### src/mbr_pkg.sv
// Package for the Modbus RTU register master: sizes, codes and the
// command and status bundles between controller and datapath. No dependencies.
`default_nettype none
package mbr_pkg;
    localparam int MaxRegs  = 16;
    localparam int CntW     = $clog2(MaxRegs + 1);
    localparam int WrAW     = (MaxRegs > 1) ? $clog2(MaxRegs) : 1;
    localparam int RxDepth  = 2 * MaxRegs + 5;
    localparam int RxAW     = $clog2(RxDepth);
    localparam int RxIdxW   = $clog2(RxDepth + 1);
    localparam int TxIdxW   = $clog2(2 * MaxRegs + 8);
    localparam int TmoW     = 16;
    localparam int CfgIdxW  = 1;

    localparam logic [15:0] CrcInit  = 16'hFFFF;
    localparam logic [15:0] CrcPoly  = 16'hA001;
    localparam logic [15:0] FbtReset = 16'd1000;
    localparam logic [15:0] IbtReset = 16'd100;

    localparam logic [CfgIdxW-1:0] CFG_FIRST = 1'd0;
    localparam logic [CfgIdxW-1:0] CFG_INTER = 1'd1;

    localparam logic [1:0] K_LOAD  = 2'd0;
    localparam logic [1:0] K_START = 2'd1;
    localparam logic [1:0] K_BYTE  = 2'd2;
    localparam logic [1:0] K_TICK  = 2'd3;

    localparam logic [1:0] OK_TX   = 2'd0;
    localparam logic [1:0] OK_WORD = 2'd1;
    localparam logic [1:0] OK_STAT = 2'd2;

    localparam logic [2:0] ST_OK    = 3'd0;
    localparam logic [2:0] ST_UNSUP = 3'd1;
    localparam logic [2:0] ST_CRC   = 3'd2;
    localparam logic [2:0] ST_CNT   = 3'd3;
    localparam logic [2:0] ST_TMO   = 3'd4;

    localparam logic [7:0] FN_RD_HOLD  = 8'd3;
    localparam logic [7:0] FN_RD_INPUT = 8'd4;
    localparam logic [7:0] FN_WR_MULTI = 8'd16;

    typedef enum logic [3:0] {
        S_IDLE, S_TX_FETCH, S_TX_SEND, S_TX_CRC, S_TX_CLO, S_TX_CHI,
        S_RX_CRC, S_RX_CHK, S_RD_HI, S_RD_LO, S_RD_OUT, S_STAT
    } t_state;

    typedef struct packed {
        logic       wr_load;
        logic       start_any;
        logic       start;
        logic       rx_take;
        logic       tmo_dec;
        logic       crc_run;
        logic       tx_emit;
        logic       tx_crc_lo;
        logic       tx_crc_hi;
        logic       rd_init;
        logic       rd_lo;
        logic       rd_cap;
        logic       rd_emit;
        logic       stat_set;
        logic [2:0] stat_code;
        logic       stat_emit;
    } t_cmd;

    typedef struct packed {
        logic       fn_ok;
        logic       first_bad;
        logic       overrun;
        logic       crc_upd;
        logic       rx_done;
        logic       tmo_exp;
        logic       crc_last;
        logic       tx_end;
        logic       rd_words;
        logic       cnt_zero;
        logic       rd_last;
        logic [2:0] chk_code;
        logic       out_free;
    } t_sts;
endpackage
`default_nettype wire

### src/mbr_if.sv
// Handshake channel interfaces: request items, result items, register writes.
// Depends on mbr_pkg for widths.
`default_nettype none
interface mbr_item_if;
    logic        valid;
    logic        ready;
    logic [1:0]  kind;
    logic [7:0]  slave_id;
    logic [7:0]  fn_code;
    logic [15:0] base_addr;
    logic [15:0] reg_total;
    logic [15:0] write_word;
    logic [7:0]  rx_byte;
    modport source (output valid, kind, slave_id, fn_code, base_addr,
                    reg_total, write_word, rx_byte, input ready);
    modport sink (input valid, kind, slave_id, fn_code, base_addr,
                  reg_total, write_word, rx_byte, output ready);
endinterface

interface mbr_res_if;
    logic        valid;
    logic        ready;
    logic [1:0]  out_kind;
    logic [7:0]  tx_byte;
    logic [15:0] reg_word;
    logic [2:0]  status;
    logic [4:0]  done_count;
    logic        last;
    modport source (output valid, out_kind, tx_byte, reg_word, status, done_count,
                    last, input ready);
    modport sink (input valid, out_kind, tx_byte, reg_word, status, done_count,
                  last, output ready);
endinterface

interface mbr_cfg_if;
    import mbr_pkg::*;
    logic               valid;
    logic               ready;
    logic [CfgIdxW-1:0] addr;
    logic [15:0]        data;
    modport source (output valid, addr, data, input ready);
    modport sink (input valid, addr, data, output ready);
endinterface
`default_nettype wire

### src/mbr_ram.sv
// Generic simple dual-port RAM, one write and one registered read per cycle.
// No dependencies.
`default_nettype none
module mbr_ram #(
    parameter int Width = 8,
    parameter int Depth = 16
) (
    input  wire logic                     i_clk,
    input  wire logic                     i_we,
    input  wire logic [$clog2(Depth)-1:0] i_waddr,
    input  wire logic [Width-1:0]         i_wdata,
    input  wire logic [$clog2(Depth)-1:0] i_raddr,
    output logic      [Width-1:0]         o_rdata
);
    logic [Width-1:0] r_mem [Depth];

    always_ff @(posedge i_clk) begin
        if (i_we) begin
            r_mem[i_waddr] <= i_wdata;
        end
        o_rdata <= r_mem[i_raddr];
    end
endmodule
`default_nettype wire

### src/mbr_ctrl.sv
// Controller state machine: sequences transmit, receive, check and readout.
// Depends on mbr_pkg; drives the datapath through t_cmd.
`default_nettype none
module mbr_ctrl (
    input  wire logic          i_clk,
    input  wire logic          i_rst_n,
    input  wire logic          i_valid,
    input  wire logic [1:0]    i_kind,
    output logic               o_ready,
    input  wire mbr_pkg::t_sts i_sts,
    output mbr_pkg::t_cmd      o_cmd
);
    import mbr_pkg::*;

    t_state r_state, n_state;
    logic   r_phase, n_phase;
    logic   w_take;

    assign o_ready = (r_state == S_IDLE);
    assign w_take  = i_valid && o_ready;

    always_ff @(posedge i_clk) begin
        if (!i_rst_n) begin
            r_state <= S_IDLE;
            r_phase <= 1'b0;
        end else begin
            r_state <= n_state;
            r_phase <= n_phase;
        end
    end

    always_comb begin
        n_state = r_state;
        unique case (r_state)
            S_IDLE: begin
                if (w_take && i_kind == K_START) begin
                    n_state = i_sts.fn_ok ? S_TX_FETCH : S_STAT;
                end else if (w_take && i_kind == K_BYTE && r_phase
                             && !i_sts.first_bad && !i_sts.overrun) begin
                    n_state = i_sts.crc_upd ? S_RX_CRC : S_RX_CHK;
                end else if (w_take && i_kind == K_TICK && r_phase && i_sts.tmo_exp) begin
                    n_state = S_STAT;
                end
            end
            S_TX_FETCH: n_state = S_TX_SEND;
            S_TX_SEND:  if (i_sts.out_free) n_state = S_TX_CRC;
            S_TX_CRC: begin
                if (i_sts.crc_last) n_state = i_sts.tx_end ? S_TX_CLO : S_TX_FETCH;
            end
            S_TX_CLO:   if (i_sts.out_free) n_state = S_TX_CHI;
            S_TX_CHI:   if (i_sts.out_free) n_state = S_IDLE;
            S_RX_CRC:   if (i_sts.crc_last) n_state = S_RX_CHK;
            S_RX_CHK: begin
                if (!i_sts.rx_done) begin
                    n_state = S_IDLE;
                end else if (i_sts.chk_code == ST_OK && i_sts.rd_words
                             && !i_sts.cnt_zero) begin
                    n_state = S_RD_HI;
                end else begin
                    n_state = S_STAT;
                end
            end
            S_RD_HI:    n_state = S_RD_LO;
            S_RD_LO:    n_state = S_RD_OUT;
            S_RD_OUT: begin
                if (i_sts.out_free) n_state = i_sts.rd_last ? S_STAT : S_RD_HI;
            end
            S_STAT:     if (i_sts.out_free) n_state = S_IDLE;
            default:    n_state = S_IDLE;
        endcase
    end

    always_comb begin
        o_cmd   = '0;
        n_phase = r_phase;
        unique case (r_state)
            S_IDLE: begin
                if (w_take) begin
                    unique case (i_kind)
                        K_LOAD: o_cmd.wr_load = 1'b1;
                        K_START: begin
                            o_cmd.start_any = 1'b1;
                            if (i_sts.fn_ok) begin
                                o_cmd.start = 1'b1;
                                n_phase     = 1'b1;
                            end else begin
                                o_cmd.stat_set  = 1'b1;
                                o_cmd.stat_code = ST_UNSUP;
                                n_phase         = 1'b0;
                            end
                        end
                        K_BYTE: begin
                            if (r_phase && !i_sts.first_bad) begin
                                if (i_sts.overrun) n_phase = 1'b0;
                                else o_cmd.rx_take = 1'b1;
                            end
                        end
                        K_TICK: begin
                            if (r_phase) begin
                                if (i_sts.tmo_exp) begin
                                    n_phase         = 1'b0;
                                    o_cmd.stat_set  = 1'b1;
                                    o_cmd.stat_code = ST_TMO;
                                end else begin
                                    o_cmd.tmo_dec = 1'b1;
                                end
                            end
                        end
                        default: ;
                    endcase
                end
            end
            S_TX_SEND:  o_cmd.tx_emit   = i_sts.out_free;
            S_TX_CRC:   o_cmd.crc_run   = 1'b1;
            S_TX_CLO:   o_cmd.tx_crc_lo = i_sts.out_free;
            S_TX_CHI:   o_cmd.tx_crc_hi = i_sts.out_free;
            S_RX_CRC:   o_cmd.crc_run   = 1'b1;
            S_RX_CHK: begin
                if (i_sts.rx_done) begin
                    n_phase       = 1'b0;
                    o_cmd.rd_init = 1'b1;
                    if (!(i_sts.chk_code == ST_OK && i_sts.rd_words && !i_sts.cnt_zero)) begin
                        o_cmd.stat_set  = 1'b1;
                        o_cmd.stat_code = i_sts.chk_code;
                    end
                end
            end
            S_RD_LO: begin
                o_cmd.rd_lo  = 1'b1;
                o_cmd.rd_cap = 1'b1;
            end
            S_RD_OUT: begin
                o_cmd.rd_lo   = 1'b1;
                o_cmd.rd_emit = i_sts.out_free;
                if (i_sts.out_free && i_sts.rd_last) begin
                    o_cmd.stat_set  = 1'b1;
                    o_cmd.stat_code = ST_OK;
                end
            end
            S_STAT:     o_cmd.stat_emit = i_sts.out_free;
            default: ;
        endcase
    end
endmodule
`default_nettype wire

### src/mbr_dp.sv
// Datapath: request and response registers, bit-serial CRC, timeout counter,
// write and receive stores, result register. Depends on mbr_pkg and mbr_ram.
`default_nettype none
module mbr_dp (
    input  wire logic                        i_clk,
    input  wire logic                        i_rst_n,
    input  wire logic                        i_cfg_we,
    input  wire logic [mbr_pkg::CfgIdxW-1:0] i_cfg_addr,
    input  wire logic [15:0]                 i_cfg_data,
    input  wire logic [7:0]                  i_slave_id,
    input  wire logic [7:0]                  i_fn_code,
    input  wire logic [15:0]                 i_base_addr,
    input  wire logic [15:0]                 i_reg_total,
    input  wire logic [15:0]                 i_write_word,
    input  wire logic [7:0]                  i_rx_byte,
    input  wire mbr_pkg::t_cmd               i_cmd,
    output mbr_pkg::t_sts                    o_sts,
    input  wire logic                        i_out_ready,
    output logic                             o_out_valid,
    output logic [1:0]                       o_out_kind,
    output logic [7:0]                       o_tx_byte,
    output logic [15:0]                      o_reg_word,
    output logic [2:0]                       o_status,
    output logic [4:0]                       o_done_count,
    output logic                             o_last
);
    import mbr_pkg::*;

    logic [15:0]       r_fbt, r_ibt, r_tmo, r_crc, r_start;
    logic [7:0]        r_slave, r_fn, r_sh, r_bc, r_e4, r_e5, r_prev, r_cur, r_hi;
    logic [CntW-1:0]   r_cnt, r_fill, r_rd_i, r_done;
    logic [RxIdxW-1:0] r_rx_idx;
    logic [TxIdxW-1:0] r_tx_idx;
    logic [2:0]        r_bit, r_stat;
    logic              r_ov;
    logic [1:0]        r_okind;
    logic [7:0]        r_otx;
    logic [15:0]       r_oword;
    logic [2:0]        r_ostat;
    logic [CntW-1:0]   r_odone;
    logic              r_olast;

    logic [RxIdxW-1:0] w_need;
    logic [TxIdxW-1:0] w_txlen, w_off;
    logic [7:0]        w_txb;
    logic [15:0]       w_wr_rdata, w_crc_nx;
    logic [7:0]        w_rx_rdata;
    logic [RxAW-1:0]   w_rx_raddr;
    logic [CntW-1:0]   w_clamp;
    logic              w_wr_we, w_free, w_emit;

    mbr_ram #(.Width(16), .Depth(MaxRegs)) u_wr_ram (
        .i_clk  (i_clk),
        .i_we   (w_wr_we),
        .i_waddr(r_fill[WrAW-1:0]),
        .i_wdata(i_write_word),
        .i_raddr(w_off[WrAW:1]),
        .o_rdata(w_wr_rdata)
    );

    mbr_ram #(.Width(8), .Depth(RxDepth)) u_rx_ram (
        .i_clk  (i_clk),
        .i_we   (i_cmd.rx_take),
        .i_waddr(r_rx_idx[RxAW-1:0]),
        .i_wdata(i_rx_byte),
        .i_raddr(w_rx_raddr),
        .o_rdata(w_rx_rdata)
    );

    assign w_wr_we = i_cmd.wr_load && (r_fill < CntW'(MaxRegs));
    assign w_clamp = (i_reg_total > 16'(MaxRegs)) ? CntW'(MaxRegs)
                                                  : i_reg_total[CntW-1:0];
    assign w_need  = (r_fn == FN_WR_MULTI) ? RxIdxW'(8)
                                           : RxIdxW'({r_cnt, 1'b0}) + RxIdxW'(5);
    assign w_txlen = (r_fn == FN_WR_MULTI) ? TxIdxW'({r_cnt, 1'b0}) + TxIdxW'(7)
                                           : TxIdxW'(6);
    assign w_off   = r_tx_idx - TxIdxW'(7);
    assign w_rx_raddr = RxAW'({r_rd_i, 1'b0}) + (i_cmd.rd_lo ? RxAW'(4) : RxAW'(3));
    assign w_crc_nx = r_crc[0] ^ r_sh[0] ? ((r_crc >> 1) ^ CrcPoly) : (r_crc >> 1);

    always_comb begin
        unique case (r_tx_idx)
            TxIdxW'(0): w_txb = r_slave;
            TxIdxW'(1): w_txb = r_fn;
            TxIdxW'(2): w_txb = r_start[15:8];
            TxIdxW'(3): w_txb = r_start[7:0];
            TxIdxW'(4): w_txb = 8'h00;
            TxIdxW'(5): w_txb = 8'(r_cnt);
            TxIdxW'(6): w_txb = 8'({r_cnt, 1'b0});
            default:    w_txb = w_off[0] ? w_wr_rdata[7:0] : w_wr_rdata[15:8];
        endcase
    end

    assign w_free = !r_ov || i_out_ready;
    assign w_emit = i_cmd.tx_emit || i_cmd.tx_crc_lo || i_cmd.tx_crc_hi
                 || i_cmd.rd_emit || i_cmd.stat_emit;

    always_comb begin
        o_sts           = '0;
        o_sts.fn_ok     = (i_fn_code == FN_RD_HOLD) || (i_fn_code == FN_RD_INPUT)
                       || (i_fn_code == FN_WR_MULTI);
        o_sts.first_bad = (r_rx_idx == '0) && (i_rx_byte != r_slave);
        o_sts.overrun   = (r_rx_idx >= w_need);
        o_sts.crc_upd   = ({1'b0, r_rx_idx} + (RxIdxW+1)'(2)) < {1'b0, w_need};
        o_sts.rx_done   = (r_rx_idx == w_need);
        o_sts.tmo_exp   = (r_tmo <= 16'd1);
        o_sts.crc_last  = (r_bit == 3'd7);
        o_sts.tx_end    = (r_tx_idx == w_txlen);
        o_sts.rd_words  = (r_fn != FN_WR_MULTI);
        o_sts.cnt_zero  = (r_cnt == '0);
        o_sts.rd_last   = ((CntW+1)'(r_rd_i) + (CntW+1)'(1)) == (CntW+1)'(r_cnt);
        o_sts.out_free  = w_free;
        if (r_prev != r_crc[7:0] || r_cur != r_crc[15:8]) begin
            o_sts.chk_code = ST_CRC;
        end else if (r_fn == FN_WR_MULTI) begin
            o_sts.chk_code = ({r_e4, r_e5} != 16'(r_cnt)) ? ST_CNT : ST_OK;
        end else begin
            o_sts.chk_code = (r_bc != 8'({r_cnt, 1'b0})) ? ST_CNT : ST_OK;
        end
    end

    always_ff @(posedge i_clk) begin
        if (!i_rst_n) begin
            r_fbt    <= FbtReset;
            r_ibt    <= IbtReset;
            r_tmo    <= '0;
            r_crc    <= CrcInit;
            r_slave  <= '0;
            r_fn     <= '0;
            r_cnt    <= '0;
            r_fill   <= '0;
            r_rx_idx <= '0;
            r_tx_idx <= '0;
            r_rd_i   <= '0;
            r_bit    <= '0;
            r_ov     <= 1'b0;
        end else begin
            if (i_cfg_we && i_cfg_addr == CFG_FIRST) r_fbt <= i_cfg_data;
            if (i_cfg_we && i_cfg_addr == CFG_INTER) r_ibt <= i_cfg_data;
            if (w_wr_we) r_fill <= r_fill + CntW'(1);
            if (i_cmd.start_any) r_fill <= '0;
            if (i_cmd.start) begin
                r_slave  <= i_slave_id;
                r_fn     <= i_fn_code;
                r_cnt    <= w_clamp;
                r_tmo    <= r_fbt;
                r_crc    <= CrcInit;
                r_tx_idx <= '0;
                r_rx_idx <= '0;
            end
            if (i_cmd.tx_crc_hi) r_crc <= CrcInit;
            if (i_cmd.tmo_dec) r_tmo <= r_tmo - 16'd1;
            if (i_cmd.rx_take) begin
                r_rx_idx <= r_rx_idx + RxIdxW'(1);
                r_tmo    <= r_ibt;
                r_bit    <= '0;
            end
            if (i_cmd.tx_emit) begin
                r_tx_idx <= r_tx_idx + TxIdxW'(1);
                r_bit    <= '0;
            end
            if (i_cmd.crc_run) begin
                r_crc <= w_crc_nx;
                r_bit <= r_bit + 3'd1;
            end
            if (i_cmd.rd_init) r_rd_i <= '0;
            if (i_cmd.rd_emit) r_rd_i <= r_rd_i + CntW'(1);
            if (w_emit) r_ov <= 1'b1;
            else if (i_out_ready) r_ov <= 1'b0;
        end
    end

    always_ff @(posedge i_clk) begin
        if (i_cmd.start) r_start <= i_base_addr;
        if (i_cmd.rx_take) begin
            r_sh   <= i_rx_byte;
            r_prev <= r_cur;
            r_cur  <= i_rx_byte;
            if (r_rx_idx == RxIdxW'(2)) r_bc <= i_rx_byte;
            if (r_rx_idx == RxIdxW'(4)) r_e4 <= i_rx_byte;
            if (r_rx_idx == RxIdxW'(5)) r_e5 <= i_rx_byte;
        end
        if (i_cmd.tx_emit) r_sh <= w_txb;
        if (i_cmd.crc_run) r_sh <= r_sh >> 1;
        if (i_cmd.rd_cap) r_hi <= w_rx_rdata;
        if (i_cmd.stat_set) begin
            r_stat <= i_cmd.stat_code;
            r_done <= (i_cmd.stat_code == ST_OK) ? r_cnt : '0;
        end
        if (w_emit) begin
            r_okind <= OK_TX;
            r_otx   <= '0;
            r_oword <= '0;
            r_ostat <= ST_OK;
            r_odone <= '0;
            r_olast <= 1'b0;
            priority if (i_cmd.tx_emit) begin
                r_otx <= w_txb;
            end else if (i_cmd.tx_crc_lo) begin
                r_otx <= r_crc[7:0];
            end else if (i_cmd.tx_crc_hi) begin
                r_otx   <= r_crc[15:8];
                r_olast <= 1'b1;
            end else if (i_cmd.rd_emit) begin
                r_okind <= OK_WORD;
                r_oword <= {r_hi, w_rx_rdata};
            end else begin
                r_okind <= OK_STAT;
                r_ostat <= r_stat;
                r_odone <= r_done;
                r_olast <= 1'b1;
            end
        end
    end

    assign o_out_valid  = r_ov;
    assign o_out_kind   = r_okind;
    assign o_tx_byte    = r_otx;
    assign o_reg_word   = r_oword;
    assign o_status     = r_ostat;
    assign o_done_count = 5'(r_odone);
    assign o_last       = r_olast;
endmodule
`default_nettype wire

### src/modbus_rtu_register_master.sv
// Modbus RTU register master, functions 3, 4 and 16, with CRC-16/MODBUS.
// Top level: joins mbr_ctrl and mbr_dp; depends on mbr_pkg and mbr_if.
//
// Usage:
//  i_item carries one item per transfer: load a write word, start a request,
//  a received serial byte, or a timer tick. o_res carries transmit bytes,
//  read register words and one final status per transaction; last marks the
//  end of each item's results. i_cfg writes the two timeout registers and is
//  always ready.
//  Timing: a load or a tick is taken in idle and, when it ends in a status,
//  passes through the status state. A start emits each frame byte and then
//  shifts it through the bit-serial CRC unit, then emits the CRC bytes. A
//  received byte is stored, shifted through the CRC unit when it is covered
//  by the CRC, and checked. A good read response then emits each word in turn.
//  The CRC shift loop sets the throughput; i_item is not ready while a
//  request or response is being processed.
//  A full result register holds its value while o_res.ready is low; the
//  block stalls only when it needs the next result slot.
//  Reset (synchronous, active low) returns to idle, clears the write fill
//  and loads the timeouts with 1000 and 100 ticks. No clearing pass.
`default_nettype none
module modbus_rtu_register_master (
    input  wire logic i_clk,
    input  wire logic i_rst_n,
    mbr_item_if.sink  i_item,
    mbr_res_if.source o_res,
    mbr_cfg_if.sink   i_cfg
);
    import mbr_pkg::*;

    t_cmd w_cmd;
    t_sts w_sts;
    logic w_ready;

    assign i_item.ready = w_ready;
    assign i_cfg.ready  = 1'b1;

    mbr_ctrl u_ctrl (
        .i_clk  (i_clk),
        .i_rst_n(i_rst_n),
        .i_valid(i_item.valid),
        .i_kind (i_item.kind),
        .o_ready(w_ready),
        .i_sts  (w_sts),
        .o_cmd  (w_cmd)
    );

    mbr_dp u_dp (
        .i_clk           (i_clk),
        .i_rst_n         (i_rst_n),
        .i_cfg_we        (i_cfg.valid),
        .i_cfg_addr      (i_cfg.addr),
        .i_cfg_data      (i_cfg.data),
        .i_slave_id      (i_item.slave_id),
        .i_fn_code       (i_item.fn_code),
        .i_base_addr     (i_item.base_addr),
        .i_reg_total     (i_item.reg_total),
        .i_write_word    (i_item.write_word),
        .i_rx_byte       (i_item.rx_byte),
        .i_cmd           (w_cmd),
        .o_sts           (w_sts),
        .i_out_ready     (o_res.ready),
        .o_out_valid     (o_res.valid),
        .o_out_kind      (o_res.out_kind),
        .o_tx_byte       (o_res.tx_byte),
        .o_reg_word      (o_res.reg_word),
        .o_status        (o_res.status),
        .o_done_count    (o_res.done_count),
        .o_last          (o_res.last)
    );
endmodule
`default_nettype wire

### src/flat_wrapper.sv
// flat-port wrapper written by rule: the top's interface ports become plain ports
module modbus_rtu_register_master_flat import mbr_pkg::*;
  (i_clk, i_rst_n, i_item_valid, i_item_kind, i_item_slave_id, i_item_fn_code, i_item_base_addr, i_item_reg_total, i_item_write_word, i_item_rx_byte, i_item_ready, o_res_valid, o_res_out_kind, o_res_tx_byte, o_res_reg_word, o_res_status, o_res_done_count, o_res_last, o_res_ready, i_cfg_valid, i_cfg_addr, i_cfg_data, i_cfg_ready);
  mbr_item_if i_item_i ();
  mbr_res_if o_res_i ();
  mbr_cfg_if i_cfg_i ();
  input  wire logic i_clk;
  input  wire logic i_rst_n;
  input wire logic [$bits(i_item_i.valid)-1:0] i_item_valid;
  input wire logic [$bits(i_item_i.kind)-1:0] i_item_kind;
  input wire logic [$bits(i_item_i.slave_id)-1:0] i_item_slave_id;
  input wire logic [$bits(i_item_i.fn_code)-1:0] i_item_fn_code;
  input wire logic [$bits(i_item_i.base_addr)-1:0] i_item_base_addr;
  input wire logic [$bits(i_item_i.reg_total)-1:0] i_item_reg_total;
  input wire logic [$bits(i_item_i.write_word)-1:0] i_item_write_word;
  input wire logic [$bits(i_item_i.rx_byte)-1:0] i_item_rx_byte;
  output wire logic [$bits(i_item_i.ready)-1:0] i_item_ready;
  output wire logic [$bits(o_res_i.valid)-1:0] o_res_valid;
  output wire logic [$bits(o_res_i.out_kind)-1:0] o_res_out_kind;
  output wire logic [$bits(o_res_i.tx_byte)-1:0] o_res_tx_byte;
  output wire logic [$bits(o_res_i.reg_word)-1:0] o_res_reg_word;
  output wire logic [$bits(o_res_i.status)-1:0] o_res_status;
  output wire logic [$bits(o_res_i.done_count)-1:0] o_res_done_count;
  output wire logic [$bits(o_res_i.last)-1:0] o_res_last;
  input wire logic [$bits(o_res_i.ready)-1:0] o_res_ready;
  input wire logic [$bits(i_cfg_i.valid)-1:0] i_cfg_valid;
  input wire logic [$bits(i_cfg_i.addr)-1:0] i_cfg_addr;
  input wire logic [$bits(i_cfg_i.data)-1:0] i_cfg_data;
  output wire logic [$bits(i_cfg_i.ready)-1:0] i_cfg_ready;
  assign i_item_i.valid = i_item_valid;
  assign i_item_i.kind = i_item_kind;
  assign i_item_i.slave_id = i_item_slave_id;
  assign i_item_i.fn_code = i_item_fn_code;
  assign i_item_i.base_addr = i_item_base_addr;
  assign i_item_i.reg_total = i_item_reg_total;
  assign i_item_i.write_word = i_item_write_word;
  assign i_item_i.rx_byte = i_item_rx_byte;
  assign i_item_ready = i_item_i.ready;
  assign o_res_valid = o_res_i.valid;
  assign o_res_out_kind = o_res_i.out_kind;
  assign o_res_tx_byte = o_res_i.tx_byte;
  assign o_res_reg_word = o_res_i.reg_word;
  assign o_res_status = o_res_i.status;
  assign o_res_done_count = o_res_i.done_count;
  assign o_res_last = o_res_i.last;
  assign o_res_i.ready = o_res_ready;
  assign i_cfg_i.valid = i_cfg_valid;
  assign i_cfg_i.addr = i_cfg_addr;
  assign i_cfg_i.data = i_cfg_data;
  assign i_cfg_ready = i_cfg_i.ready;
  modbus_rtu_register_master u_core (.i_clk(i_clk), .i_rst_n(i_rst_n), .i_item(i_item_i), .o_res(o_res_i), .i_cfg(i_cfg_i));
endmodule
### config.mk
export PLATFORM = sky130hd
export DESIGN_NAME = modbus_rtu_register_master_flat
export DESIGN_NICKNAME = d
export VERILOG_FILES = /design/src/mbr_pkg.sv /design/src/mbr_if.sv /design/src/mbr_ram.sv /design/src/mbr_ctrl.sv /design/src/mbr_dp.sv /design/src/modbus_rtu_register_master.sv /design/src/flat_wrapper.sv
export SDC_FILE = /design/constraint.sdc
export NUM_CORES = 1
export LEC_CHECK = 0
export BUFFER_PORTS_ARGS = -buffer_cell sky130_fd_sc_hd__buf_2
export CELL_PAD_IN_SITES_DETAIL_PLACEMENT = 1
export CELL_PAD_IN_SITES_GLOBAL_PLACEMENT = 2
export CORE_MARGIN = 8
export CORE_UTILIZATION = 41
export DETAILED_ROUTE_END_ITERATION = 8
export GPL_ROUTABILITY_DRIVEN = 0
export PLACE_DENSITY_LB_ADDON = 0.1
export SLEW_MARGIN = 20
export SYNTH_ARGS = -nofsm -noshare
export SYNTH_HDL_FRONTEND = slang
export SYNTH_SLANG_ARGS = --single-unit
### constraint.sdc
create_clock -name i_clk -period 3.8 [get_ports i_clk]
set_clock_uncertainty 0.15 [all_clocks]
set_input_delay 0.57 -clock i_clk [delete_from_list [all_inputs] [get_ports i_clk]]
set_output_delay 0.57 -clock i_clk [all_outputs]
set_load 0.03 [all_outputs]
==> qor.yml, run 1 <==
outcome: "completed"
async_set_or_reset_register_ratio_after_synthesis_pct: 0
cts.reportedPaths.clkPinSlew_ns: 0.06
clock_insertion_delay_at_the_later_pin_of_the_skew_report_ns: 0.64
arrival_ns: 3.89
drive_above_1_share_pct: 25.6
hold_class: "in2reg"
num-fill-cells: 7658
synth.ff_latch_count: 807
ctsHtreeMaxLevel: 3
final_routed_wirelength_um: 94600
netSwitchingPower_mw: 5.83
final_antenna_net_count: 0
worstSetupPathType: "reg2reg"
timing.final.max_slew_violations: 0
io_pins: 134
tightestPinTransition_ns: 1.12
synth_enable_flop_cells: 666
p_total_mw: 22.1
area_of_the_multi_input_gates_um2: 9380
dpl_hpwl_um: 62600
grt_overflow_total: 0
synth.cell_area_um2: 32500
comb_power_share_pct: 16.5
setup_violations: 0
timing.critical_path.slowest_stage_cell: "sky130_fd_sc_hd__or4b_4"
cp.required_ns: 3.98
wire_length_of_the_first_global_routing_pass_um: 140000
postSynthCellCount: 2064
final.setup.worst_slack_ns: 0.0910
clock.fmax_mhz: 270
netlist-cell-type-count: 75
final.min_clock_period_ns: 3.71
drt-vias-per-instance: 5.58
coreArea_um2: 78700
synth_top_flop_cell: "sky130_fd_sc_hd__edfxtp_1"
via_count: 19400
static-leakage-power_nw: 13.3
timing.max_cap.violations: 0
cts.root.buffer_cell: "sky130_fd_sc_hd__clkbuf_16"
drt_first_iter_violations: 1504
numClockSinks: 807
antenna_found_initial: 5
critPathLaunchType: "register"
postSynthNetCount: 2198
finalNonFillerCells: 3477
p_sw_share_pct: 26.4
initial_utilization_pct: 41.3
syn_to_final_growth_pct: 18.4
synth_seq_area_share_pct: 70.1
seq_power_share_pct: 45.9
place_inst: 3286
place.port_buffers: 132
drcViolationCount: 0
cts-root-to-sink-buffers: 3
finalInstanceArea_um2: 38500
numCtsBuffers: 86
hold_viol: 0
largest_net_degree_at_the_start_of_global_routing: 50
number_of_global_route_vias_before_repair: 20800
r2r_slack_ns: 0.09
worstPathMaxFanout: 8
synthesis.yosys.warnings: 0
seq_area_um2: 22800
core.rowCount: 103
vdd_ir_drop_max_mv: 0.355
tritoncts_clock_tree: "yes"
power.clock.fraction_pct: 37.7
design.final.nets: 2486
internal_power_contribution_mw: 16.3
postSynthAreaPerCell_um2: 15.8
critical_path.most_common_cell: "sky130_fd_sc_hd__and2_4"
timing.critical_path.to_type: "register"
placement.setup.worst_slack_ns: -0.174
die_height_um: 298
worst_slew_margin_rel_pct: 25.0
detail_route.first_pass.iterations: 6
grt_util_overall_pct: 21.1
power.density_nw_per_um2: 573
delay_of_the_slowest_cell_on_the_worst_path_ns: 0.58
worstPathCellList: "nor4b_4 -> nand2_2 -> and2_4 -> ha_4 -> a211o_1 -> a21oi_2 -> o21ai_2 -> or4_4 -> or4b_4 -> nor2_4 -> and2_4"
wire_per_inst_um: 27.2
fp.dieArea_um2: 88700
dpl_cell_area_um2: 35400
finalCritPeriodShare_pct: 97.6
horizontal_die_dimension_um: 298
[metrics by stage]
| step | TNS (ns) | hold WS [ns] | util, % |
|---|---|---|---|
| 2_1_floorplan | -2.49 | 0.250 | - |
| 3_3_place_gp | -9.54 | 0.260 | 44.9 |
| 3_5_place_dp | -18.99 | 0.261 | 44.9 |
| 4_1_cts | 0 | 0.000110 | 48.9 |
| 5_1_grt | -0.357 | 0.0190 | 48.9 |
| 6_report | 0 | 0.0366 | 48.9 |
[path summary, 6_finish.rpt]
kind                                                       from                           endpoint  depth (start not counted)
worst max-delay path                        u_core.u_dp.r_fn[5]  u_core.u_dp.u_rx_ram.r_mem[22][7]                         11
worst min-delay path                              i_cfg_data[2]               u_core.u_dp.r_ibt[2]                          3
worst min register to register  u_core.u_dp.u_rx_ram.o_rdata[0]                u_core.u_dp.r_hi[0]                          0
worst max register to register              u_core.u_dp.r_fn[5]  u_core.u_dp.u_rx_ram.r_mem[22][7]                         11
[cell families after synthesis]
group	count (synthesis)	synth area share, %
AO/OA/AOI/OAI	274	5.31
XOR/XNOR	68	1.83
AND/OR/NAND/NOR	567	8.30
adder cells (fa/ha/maj)	38	1.48
multiplexers	174	11.2
buffers and inverters	135	1.75
other	1	0.0115
flip-flops	807	70.1
[registers in the layout, indices dropped and copies added (netlist names), 16 cells and up]
name / flops
u_core.u_dp.o_reg_word: 16
u_core.u_dp.r_start: 16
u_core.u_dp.u_wr_ram.o_rdata: 16
u_core.u_dp.r_ibt: 16
u_core.u_dp.u_wr_ram.r_mem: 256
u_core.u_dp.r_fbt: 16
u_core.u_dp.u_rx_ram.r_mem: 296
u_core.u_dp.r_tmo: 16
u_core.u_dp.r_crc: 16
[per-layer routing]
layer / vias to the layer above / part of all wire (%) / GRT usage [%]
met1: 10100 / 44 / 28.6
met3: 128 / 5.2 / 3.39
met2: 570 / 49 / 35.4
li1: 8603 / - / -
met5: - / 0.011 / 0
met4: 2 / 2.2 / 5.05
[cell type report]
cell class                      count  share of cell area (%)
Multi-Input combinational cell   1122                    24.3
Clock buffer                      107                    5.90
Timing Repair Buffer              310                    5.51
Tap cell                         1050                    3.41
Clock inverter                     54                    1.38
Inverter                           25                   0.243
Sequential cell                   807                    59.2
Antenna cell                        2                  0.0130
[cells in the final DEF (no fill, tap or decap), types with 9 or more instances in the layout]
cell type,Yosys,layout
sky130_fd_sc_hd__inv_1,24,23
sky130_fd_sc_hd__a31oi_1,14,14
sky130_fd_sc_hd__and2_1,25,20
sky130_fd_sc_hd__buf_4,5,145
sky130_fd_sc_hd__or3_1,10,9
sky130_fd_sc_hd__and3_1,37,37
sky130_fd_sc_hd__mux4_2,152,152
sky130_fd_sc_hd__edfxtp_1,666,666
sky130_fd_sc_hd__a21oi_1,93,92
sky130_fd_sc_hd__xnor2_1,21,19
sky130_fd_sc_hd__a21o_1,10,10
sky130_fd_sc_hd__nand3_1,40,39
sky130_fd_sc_hd__o22ai_1,33,33
sky130_fd_sc_hd__nand2_1,219,217
sky130_fd_sc_hd__mux2i_1,20,20
sky130_fd_sc_hd__nor3_1,26,22
sky130_fd_sc_hd__clkbuf_16,0,87
sky130_fd_sc_hd__nand4_1,10,10
sky130_fd_sc_hd__clkinv_2,0,15
sky130_fd_sc_hd__nand2b_1,12,12
sky130_fd_sc_hd__nor2_1,118,100
sky130_fd_sc_hd__dfxtp_1,141,140
sky130_fd_sc_hd__nor2_2,0,17
sky130_fd_sc_hd__nor4_1,34,32
sky130_fd_sc_hd__clkbuf_1,68,18
sky130_fd_sc_hd__nor2b_1,9,9
sky130_fd_sc_hd__dlygate4sd3_1,0,25
sky130_fd_sc_hd__buf_2,15,132
sky130_fd_sc_hd__clkinv_1,0,20
sky130_fd_sc_hd__ha_1,37,33
sky130_fd_sc_hd__o21ai_0,43,41
sky130_fd_sc_hd__xor2_1,47,46
sky130_fd_sc_hd__a22oi_1,24,24
[worst max-delay path: cells and delay by family (launching register included)]
kind	cells	cell delay, ns
AOI/OAI and AO/OA	3	0.51
adders and majority gates	1	0.21
DFF	1	0.35
and+or+nand+nor	7	2.18
[power by group through the flow]
stage	sequential (mW)	clock [mW]	combinational [mW]
4_1_cts	10.1	8.50	3.71
2_1_floorplan	10.5	0	2.08
3_5_place_dp	10.3	0	3.68
3_3_place_gp	10.3	0	3.63
6_report	10.1	8.32	3.64
5_1_grt	10.2	8.79	3.90
[Yosys cell counts, types with 6 or more instances]
| master | number | share of area (%) |
|---|---|---|
| sky130_fd_sc_hd__edfxtp_1 | 666 | 61 |
| sky130_fd_sc_hd__nand2_1 | 219 | 2.5 |
| sky130_fd_sc_hd__mux4_2 | 152 | 11 |
| sky130_fd_sc_hd__dfxtp_1 | 141 | 8.7 |
| sky130_fd_sc_hd__nor2_1 | 118 | 1.4 |
| sky130_fd_sc_hd__a21oi_1 | 93 | 1.4 |
| sky130_fd_sc_hd__clkbuf_1 | 68 | 0.78 |
| sky130_fd_sc_hd__xor2_1 | 47 | 1.3 |
| sky130_fd_sc_hd__o21ai_0 | 43 | 0.66 |
| sky130_fd_sc_hd__nand3_1 | 40 | 0.62 |
| sky130_fd_sc_hd__and3_1 | 37 | 0.71 |
| sky130_fd_sc_hd__ha_1 | 37 | 1.4 |
| sky130_fd_sc_hd__nor4_1 | 34 | 0.65 |
| sky130_fd_sc_hd__o22ai_1 | 33 | 0.63 |
| sky130_fd_sc_hd__nor3_1 | 26 | 0.40 |
| sky130_fd_sc_hd__and2_1 | 25 | 0.48 |
| sky130_fd_sc_hd__a22oi_1 | 24 | 0.55 |
| sky130_fd_sc_hd__inv_1 | 24 | 0.28 |
| sky130_fd_sc_hd__xnor2_1 | 21 | 0.57 |
| sky130_fd_sc_hd__mux2i_1 | 20 | 0.62 |
| sky130_fd_sc_hd__buf_1 | 18 | 0.21 |
| sky130_fd_sc_hd__buf_2 | 15 | 0.23 |
| sky130_fd_sc_hd__a31oi_1 | 14 | 0.27 |
| sky130_fd_sc_hd__nand2b_1 | 12 | 0.23 |
| sky130_fd_sc_hd__a21o_1 | 10 | 0.23 |
| sky130_fd_sc_hd__nand4_1 | 10 | 0.19 |
| sky130_fd_sc_hd__or3_1 | 10 | 0.19 |
| sky130_fd_sc_hd__nor2b_1 | 9 | 0.17 |
| sky130_fd_sc_hd__a32o_1 | 8 | 0.25 |
| sky130_fd_sc_hd__o211ai_1 | 8 | 0.18 |
| sky130_fd_sc_hd__a32oi_1 | 6 | 0.16 |
[timing repair]
item                                   4_1_cts  5_1_grt
hold buffers                                25        0
endpoints found under the hold margin       28        0
resized for setup                            9       11
cloned                                       0        0
setup endpoints to repair                  227      349
pin swaps                                    4        8
buffers inserted                             1        2
(Power assumes the default switching activity.)
==> run 2, diff against run 1 <==
Settings changed: CORE_MARGIN 8 to unset, CTS_CLUSTER_SIZE set to 20, TNS_END_PERCENT set to 30.
==> run 2 against run 1 <==
Count of clock-buffer cells in the layout is 7 lower. Largest cell class unchanged. Critical endpoint is now u_core.u_dp.u_rx_ram.r_mem[23][4]. Via count is 0.25% lower. Setup slack better by 0.031 ns. Sequential cell count stayed put. Wire length is 1.3% lower. Hold slack worse by 0.0080 ns. Combinational power hardly changed. Highest routed layer is now met4. Die area is 9.2% lower. Critical path depth is 2 higher.
==> qor.yml, run 2 (synthesis gave the netlist of run 1 again) <==
hold_class: "in2reg"
placement.setup.worst_slack_ns: -0.0954  # +0.0787 ns
worst_slew_margin_rel_pct: 33.2  # +8.2 points
antenna_found_initial: 7  # +2
ctsHtreeMaxLevel: 3  # unchanged
p_total_mw: 22.5  # +1.8%
vdd_ir_drop_max_mv: 0.335  # -5.7%
horizontal_die_dimension_um: 284  # -4.7%
wire_length_of_the_first_global_routing_pass_um: 138000  # -1.6%
drcViolationCount: 0  # unchanged
critPathLaunchType: "register"
syn_to_final_growth_pct: 19.8
num-fill-cells: 7467  # -2.5%
netSwitchingPower_mw: 5.91  # +1.5%
final.setup.worst_slack_ns: 0.122  # +0.0308 ns
arrival_ns: 3.87  # -0.02 ns
comb_power_share_pct: 16.2  # -0.3 points
setup_violations: 0  # unchanged
commonest_cells_after_routing_fill_and_taps_aside: "666 x sky130_fd_sc_hd__edfxtp_1, 217 x sky130_fd_sc_hd__nand2_1, 152 x sky130_fd_sc_hd__mux4_2, 146 x sky130_fd_sc_hd__buf_4, 138 x sky130_fd_sc_hd__dfxtp_1"
core.rowCount: 102  # -0.97%
worstPathCellList: "nor4_4 -> nand2_2 -> buf_6 -> nand2_2 -> ha_2 -> o21a_1 -> a21oi_2 -> o21ai_1 -> or4_4 -> or4b_4 -> buf_4 -> nor2_2 -> buf_6"
fp.dieArea_um2: 80500  # -9.2%
clock_insertion_delay_at_the_later_pin_of_the_skew_report_ns: 0.64  # about the same
place.port_buffers: 132  # unchanged
rsz0062_at_grt: "false"
place_inst: 3291  # +0.15%
setup_tns_ns: 0  # unchanged
cts.reportedPaths.clkPinSlew_ns: 0.06  # about the same
internal_power_contribution_mw: 16.6  # +1.9%
power.clock.fraction_pct: 38.8  # +1.1 points
detail_route.first_pass.iterations: 5  # -1
timing.final.max_slew_violations: 0  # unchanged
timing.critical_path.to_type: "register"
grt_util_overall_pct: 23.4  # +2.4 points
power.density_nw_per_um2: 577  # +0.63%
finalCritPeriodShare_pct: 96.8  # -0.81 points
drt-vias-per-instance: 5.55  # -0.62%
initial_utilization_pct: 41.7  # +0.41 points
outcome: "completed"
seq_power_share_pct: 45.1  # -0.8 points
final.min_clock_period_ns: 3.68  # -0.0308 ns
dpl_hpwl_um: 61200  # -2.2%
delay_of_the_slowest_cell_on_the_worst_path_ns: 0.60  # +0.02 ns
timing.critical_path.slowest_stage_cell: "sky130_fd_sc_hd__or4b_4"
clock.fmax_mhz: 272  # +0.84%
drive_above_1_share_pct: 26.5  # +0.93 points
tightestPinTransition_ns: 1.00  # -0.122 ns
grt_overflow_total: 0  # unchanged
worstPathMaxFanout: 8  # unchanged
static-leakage-power_nw: 13.5  # +1.6%
register_with_the_most_flip_flops: "u_core.u_dp.u_rx_ram.r_mem"
numCtsBuffers: 87  # +1.2%
p_sw_share_pct: 26.3  # -0.088 points
timing.max_cap.violations: 0  # unchanged
design.final.nets: 2509  # +0.93%
tritoncts_clock_tree: "yes"
layout.cells.most_common: "sky130_fd_sc_hd__edfxtp_1"
final_routed_wirelength_um: 93400  # -1.3%
largest_net_degree_at_the_start_of_global_routing: 73  # +46%
cts-root-to-sink-buffers: 3  # unchanged
largest_register_ffs: 296  # unchanged
worstSetupPathType: "reg2reg"
final_antenna_net_count: 0  # unchanged
biggest_regs: "u_core.u_dp.u_rx_ram.r_mem (296), u_core.u_dp.u_wr_ram.r_mem (256)"
finalNonFillerCells: 3490  # +0.37%
drt_first_iter_violations: 1643  # +9.2%
wire_per_inst_um: 26.8  # -1.7%
cts.root.buffer_cell: "sky130_fd_sc_hd__clkbuf_16"
hold_viol: 0  # unchanged
cp.required_ns: 3.99  # about the same
die_height_um: 284  # -4.7%
coreArea_um2: 78000  # -0.97%
numClockSinks: 807  # unchanged
number_of_global_route_vias_before_repair: 20600  # -0.76%
via_count: 19400  # -0.25%
io_pins: 134  # unchanged
==> run 2: cell count changes in the layout (fill, tap and decap cells not counted), sizes merged <==
cell and delta:
bufinv +3, dlygate4sd3 +8, clkbuf -7, inv -1
diode -1, clkinv +5, buf +14, clkinvlp +2
==> run 2: layout make-up <==
class | instances | area, um^2 | share of cell area, %
inverter | 25 | 93.8 | 0.241
sequential | 807 | 22800 | 58.5
timing repair buffer | 332 | 2430 | 6.23
clock inverter | 63 | 662 | 1.70
antenna | 1 | 2.50 | 0.00642
clock buffer | 100 | 2300 | 5.90
tap | 1040 | 1300 | 3.34
multi-input combinational | 1122 | 9380 | 24.0
==> run 2: path summary, 6_finish.rpt <==
path	cells after the start	to	from	slack [ns]
max	13	u_core.u_dp.u_rx_ram.r_mem[23][4]	u_core.u_dp.r_fn[7]	0.12
min	3	u_core.u_dp.r_fbt[11]	i_cfg_data[11]	0.03
max reg2reg	13	u_core.u_dp.u_rx_ram.r_mem[23][4]	u_core.u_dp.r_fn[7]	0.12
min reg2reg	0	u_core.u_dp.r_hi[4]	u_core.u_dp.u_rx_ram.o_rdata[4]	0.27
==> run 2: power groups by stage <==
| stage | logic (mW) | clock network, mW | registers (mW) |
|---|---|---|---|
| 6_report | 3.64 | 8.71 | 10.1 |
| 5_1_grt | 3.90 | 9.18 | 10.2 |
| 4_1_cts | 3.71 | 8.89 | 10.1 |
| 3_5_place_dp | 3.66 | 0 | 10.3 |
| 3_3_place_gp | 3.63 | 0 | 10.3 |
| 2_1_floorplan | 2.08 | 0 | 10.5 |
==> run 2: critical path, delay by kind of cell, from the launching register on <==
kind,cells,cell delay (ns)
compound gates,3,0.41
fa+ha+maj,1,0.28
flops,1,0.34
simple gates,6,1.74
buf+inv,3,0.48
==> run 2: layer usage <==
| layer | vias to the layer above | GRT usage (%) | wire length [um] |
|---|---|---|---|
| met2 | 549 | 38.4 | 44800 |
| li1 | 8648 | - | - |
| met4 | 0 | 6.64 | 2570 |
| met5 | - | 0 | 0 |
| met3 | 150 | 4.25 | 4770 |
| met1 | 10000 | 32.0 | 41200 |
==> run 2: timing repair <==
item | CTS | global route
resized for setup | 3 | 25
setup buffers | 1 | 2
endpoints found under the setup margin | 109 | 131
endpoints found under the hold margin | 41 | 0
hold buffers | 33 | 0
pin swaps | 4 | 8
==> run 2: stage by stage <==
| stage | util [%] | hold WS [ns] | cell area [um^2] |
|---|---|---|---|
| 2_1_floorplan | - | 0.250 | 32600 |
| 3_3_place_gp | 45.6 | 0.253 | 35600 |
| 3_5_place_dp | 45.6 | 0.271 | 35600 |
| 4_1_cts | 49.9 | 0.000824 | 38900 |
| 5_1_grt | 50.0 | 0.0103 | 39000 |
| 6_report | 50.0 | 0.0286 | 39000 |
==> run 3, diff against run 2 <==
Settings changed: CORE_ASPECT_RATIO set to 1.2.
==> run 3 against run 2 <==
Global-route usage about the same. Sequential cell count did not move. Fmax up 0.70%. Non-clock buffer count shrank 16. Combinational power fell by 1%. Wire length is 0.37% lower. Critical path depth is 1 lower. Sequential share of layout area grew 0.58 points. Utilization is 0.63 points lower. Setup slack improved by 0.026 ns. Hold slack got worse by 0.0020 ns. Sequential power is essentially flat. Largest cell class unchanged.
==> qor.yml, run 3 (synthesis gave the netlist of run 1 again) <==
timing.max_cap.violations: 0  # unchanged
clock.fmax_mhz: 274  # +0.70%
layout.core_utilization_pct: 49.4  # -0.63 points
place_inst: 3269  # -0.67%
setup_tns_ns: 0  # unchanged
commonest_cells_after_routing_fill_and_taps_aside: "666 x sky130_fd_sc_hd__edfxtp_1, 219 x sky130_fd_sc_hd__nand2_1, 152 x sky130_fd_sc_hd__mux4_2, 147 x sky130_fd_sc_hd__buf_4, 140 x sky130_fd_sc_hd__dfxtp_1"
final_antenna_net_count: 0  # unchanged
tritoncts_clock_tree: "yes"
timing.critical_path.slowest_stage_cell: "sky130_fd_sc_hd__or4b_4"
hold_class: "in2reg"
delay_of_the_slowest_cell_on_the_worst_path_ns: 0.58  # -0.02 ns
worstPathCellList: "nor4_2 -> nand2_1 -> and2_1 -> ha_1 -> a211o_1 -> a21oi_2 -> o21ai_1 -> or4_4 -> or4b_4 -> nor2_4 -> and2_4 -> buf_6"
vdd_ir_drop_max_mv: 0.395  # +18%
grt_overflow_total: 0  # unchanged
cts.root.buffer_cell: "sky130_fd_sc_hd__clkbuf_16"
final_routed_wirelength_um: 93000  # -0.37%
worst_slew_margin_rel_pct: 41.9  # +8.7 points
die_height_um: 311  # +9.5%
place.port_buffers: 132  # unchanged
via_count: 19300  # -0.27%
clock_insertion_delay_at_the_later_pin_of_the_skew_report_ns: 0.65  # about the same
syn_to_final_growth_pct: 18.6
num-fill-cells: 7592  # +1.7%
coreArea_um2: 78200  # +0.28%
detail_route.first_pass.iterations: 5  # unchanged
dpl_cell_area_um2: 35400  # -0.49%
wire_per_inst_um: 26.9  # +0.55%
register_with_the_most_flip_flops: "u_core.u_dp.u_rx_ram.r_mem"
cts.repair_timing.setup_buffer_count: 0  # -1
arrival_ns: 3.87  # about the same
p_total_mw: 22.2  # -1.3%
final.min_clock_period_ns: 3.65  # -0.0256 ns
finalInstanceArea_um2: 38600  # -0.99%
wire_length_of_the_first_global_routing_pass_um: 138000  # -0.12%
numCtsBuffers: 86  # -1.1%
cp.required_ns: 4.01  # +0.02 ns
cts.reportedPaths.clkPinSlew_ns: 0.06  # about the same
worstSetupPathType: "reg2reg"
worstPathMaxFanout: 8  # unchanged
rsz0062_at_grt: "false"
core.rowCount: 112  # +9.8%
dpl_hpwl_um: 62100  # +1.3%
grt_util_overall_pct: 23.4  # +0.042 points
outcome: "completed"
initial_utilization_pct: 41.6  # -0.12 points
design.final.nets: 2492  # -0.68%
numClockSinks: 807  # unchanged
largest_net_degree_at_the_start_of_global_routing: 66  # -9.6%
tightestPinTransition_ns: 0.868  # -0.133 ns
biggest_regs: "u_core.u_dp.u_rx_ram.r_mem (296), u_core.u_dp.u_wr_ram.r_mem (256)"
finalNonFillerCells: 3458  # -0.92%
timing.final.max_slew_violations: 0  # unchanged
ctsHtreeMaxLevel: 3  # unchanged
layout.cells.most_common: "sky130_fd_sc_hd__edfxtp_1"
io_pins: 134  # unchanged
number_of_global_route_vias_before_repair: 20600  # +0.092%
power.density_nw_per_um2: 575  # -0.32%
drt_first_iter_violations: 1080  # -34%
drive_above_1_share_pct: 25.8  # -0.79 points
drt-vias-per-instance: 5.58  # +0.65%
drcViolationCount: 0  # unchanged
antenna_found_initial: 4  # -3
cts-root-to-sink-buffers: 3  # unchanged
static-leakage-power_nw: 13.3  # -1.1%
horizontal_die_dimension_um: 259  # -8.7%
setup_violations: 0  # unchanged
fp.dieArea_um2: 80500  # about the same
finalCritPeriodShare_pct: 96.1  # -0.67 points
timing.critical_path.to_type: "register"
largest_register_ffs: 296  # unchanged
critPathLaunchType: "register"
hold_viol: 0  # unchanged
[run 3: cell types whose count changed in the layout (fill, tap and decap cells not counted), sizes merged]
cell	previous run	this run
clkbuf	100	107
bufinv	11	8
clkinvlp	7	4
inv	27	32
buf	299	289
dlygate4sd3	33	27
clkinv	43	35
[run 3: final cells by class]
cell class                      count  area (um^2)  area share (%)
Tap cell                         1026         1280            3.33
Multi-Input combinational cell   1122         9330            24.2
Antenna cell                        1         2.50         0.00648
Timing Repair Buffer              316         2190            5.68
Inverter                           25         93.8           0.243
Clock inverter                     54          606            1.57
Sequential cell                   807        22800            59.1
Clock buffer                      107         2270            5.88
[run 3: path summary, 6_finish.rpt]
kind	start	endpoint	slack [ns]	cells past startpoint
setup / recovery	u_core.u_dp.r_fn[7]	u_core.u_dp.u_rx_ram.r_mem[16][0]	0.15	12
hold / removal	i_item_slave_id[2]	u_core.u_dp.r_slave[2]	0.03	3
setup reg to reg	u_core.u_dp.r_fn[7]	u_core.u_dp.u_rx_ram.r_mem[16][0]	0.15	12
hold reg to reg	u_core.u_dp.u_rx_ram.o_rdata[1]	u_core.u_dp.r_hi[1]	0.28	0
[run 3: what timing repair did]
item / 4_1_cts / 5_1_grt
pin swaps: 2 / 4
endpoints found under the setup margin: 63 / 177
hold endpoints to repair: 30 / 0
gates cloned: 0 / 0
hold buffers: 27 / 0
gates resized for setup: 6 / 8
[run 3: power breakdown]
part	total [mW]	leakage [nW]	switching [mW]	internal, mW
sequential	10.1	7.17	0.135	9.97
combinational	3.60	4.75	2.12	1.49
clock	8.49	1.40	3.62	4.87
total	22.2	13.3	5.87	16.3
[run 3: worst max-delay path, delay by kind of cell (launching register included)]
kind	cells	cell delay, ns
simple gates	7	1.97
compound gates	3	0.51
flops	1	0.32
fa+ha+maj	1	0.29
buf+inv	1	0.13
[run 3: per-layer routing]
metal / wire length (um) / track usage, % / vias up
met1: 36900 / 28.4 / 10100
met2: 50400 / 43.1 / 442
met3: 3340 / 2.83 / 129
met5: 24 / 0 / -
met4: 2340 / 7.37 / 4
li1: - / - / 8613
[run 3: per-stage QoR]
step	setup slack (ns)	hold WS, ns
2_1_floorplan	-0.0696	0.250
3_3_place_gp	-0.00306	0.263
3_5_place_dp	-0.0224	0.260
4_1_cts	-0.0133	0.000236
5_1_grt	0.00852	0.0160
6_report	0.147	0.0266
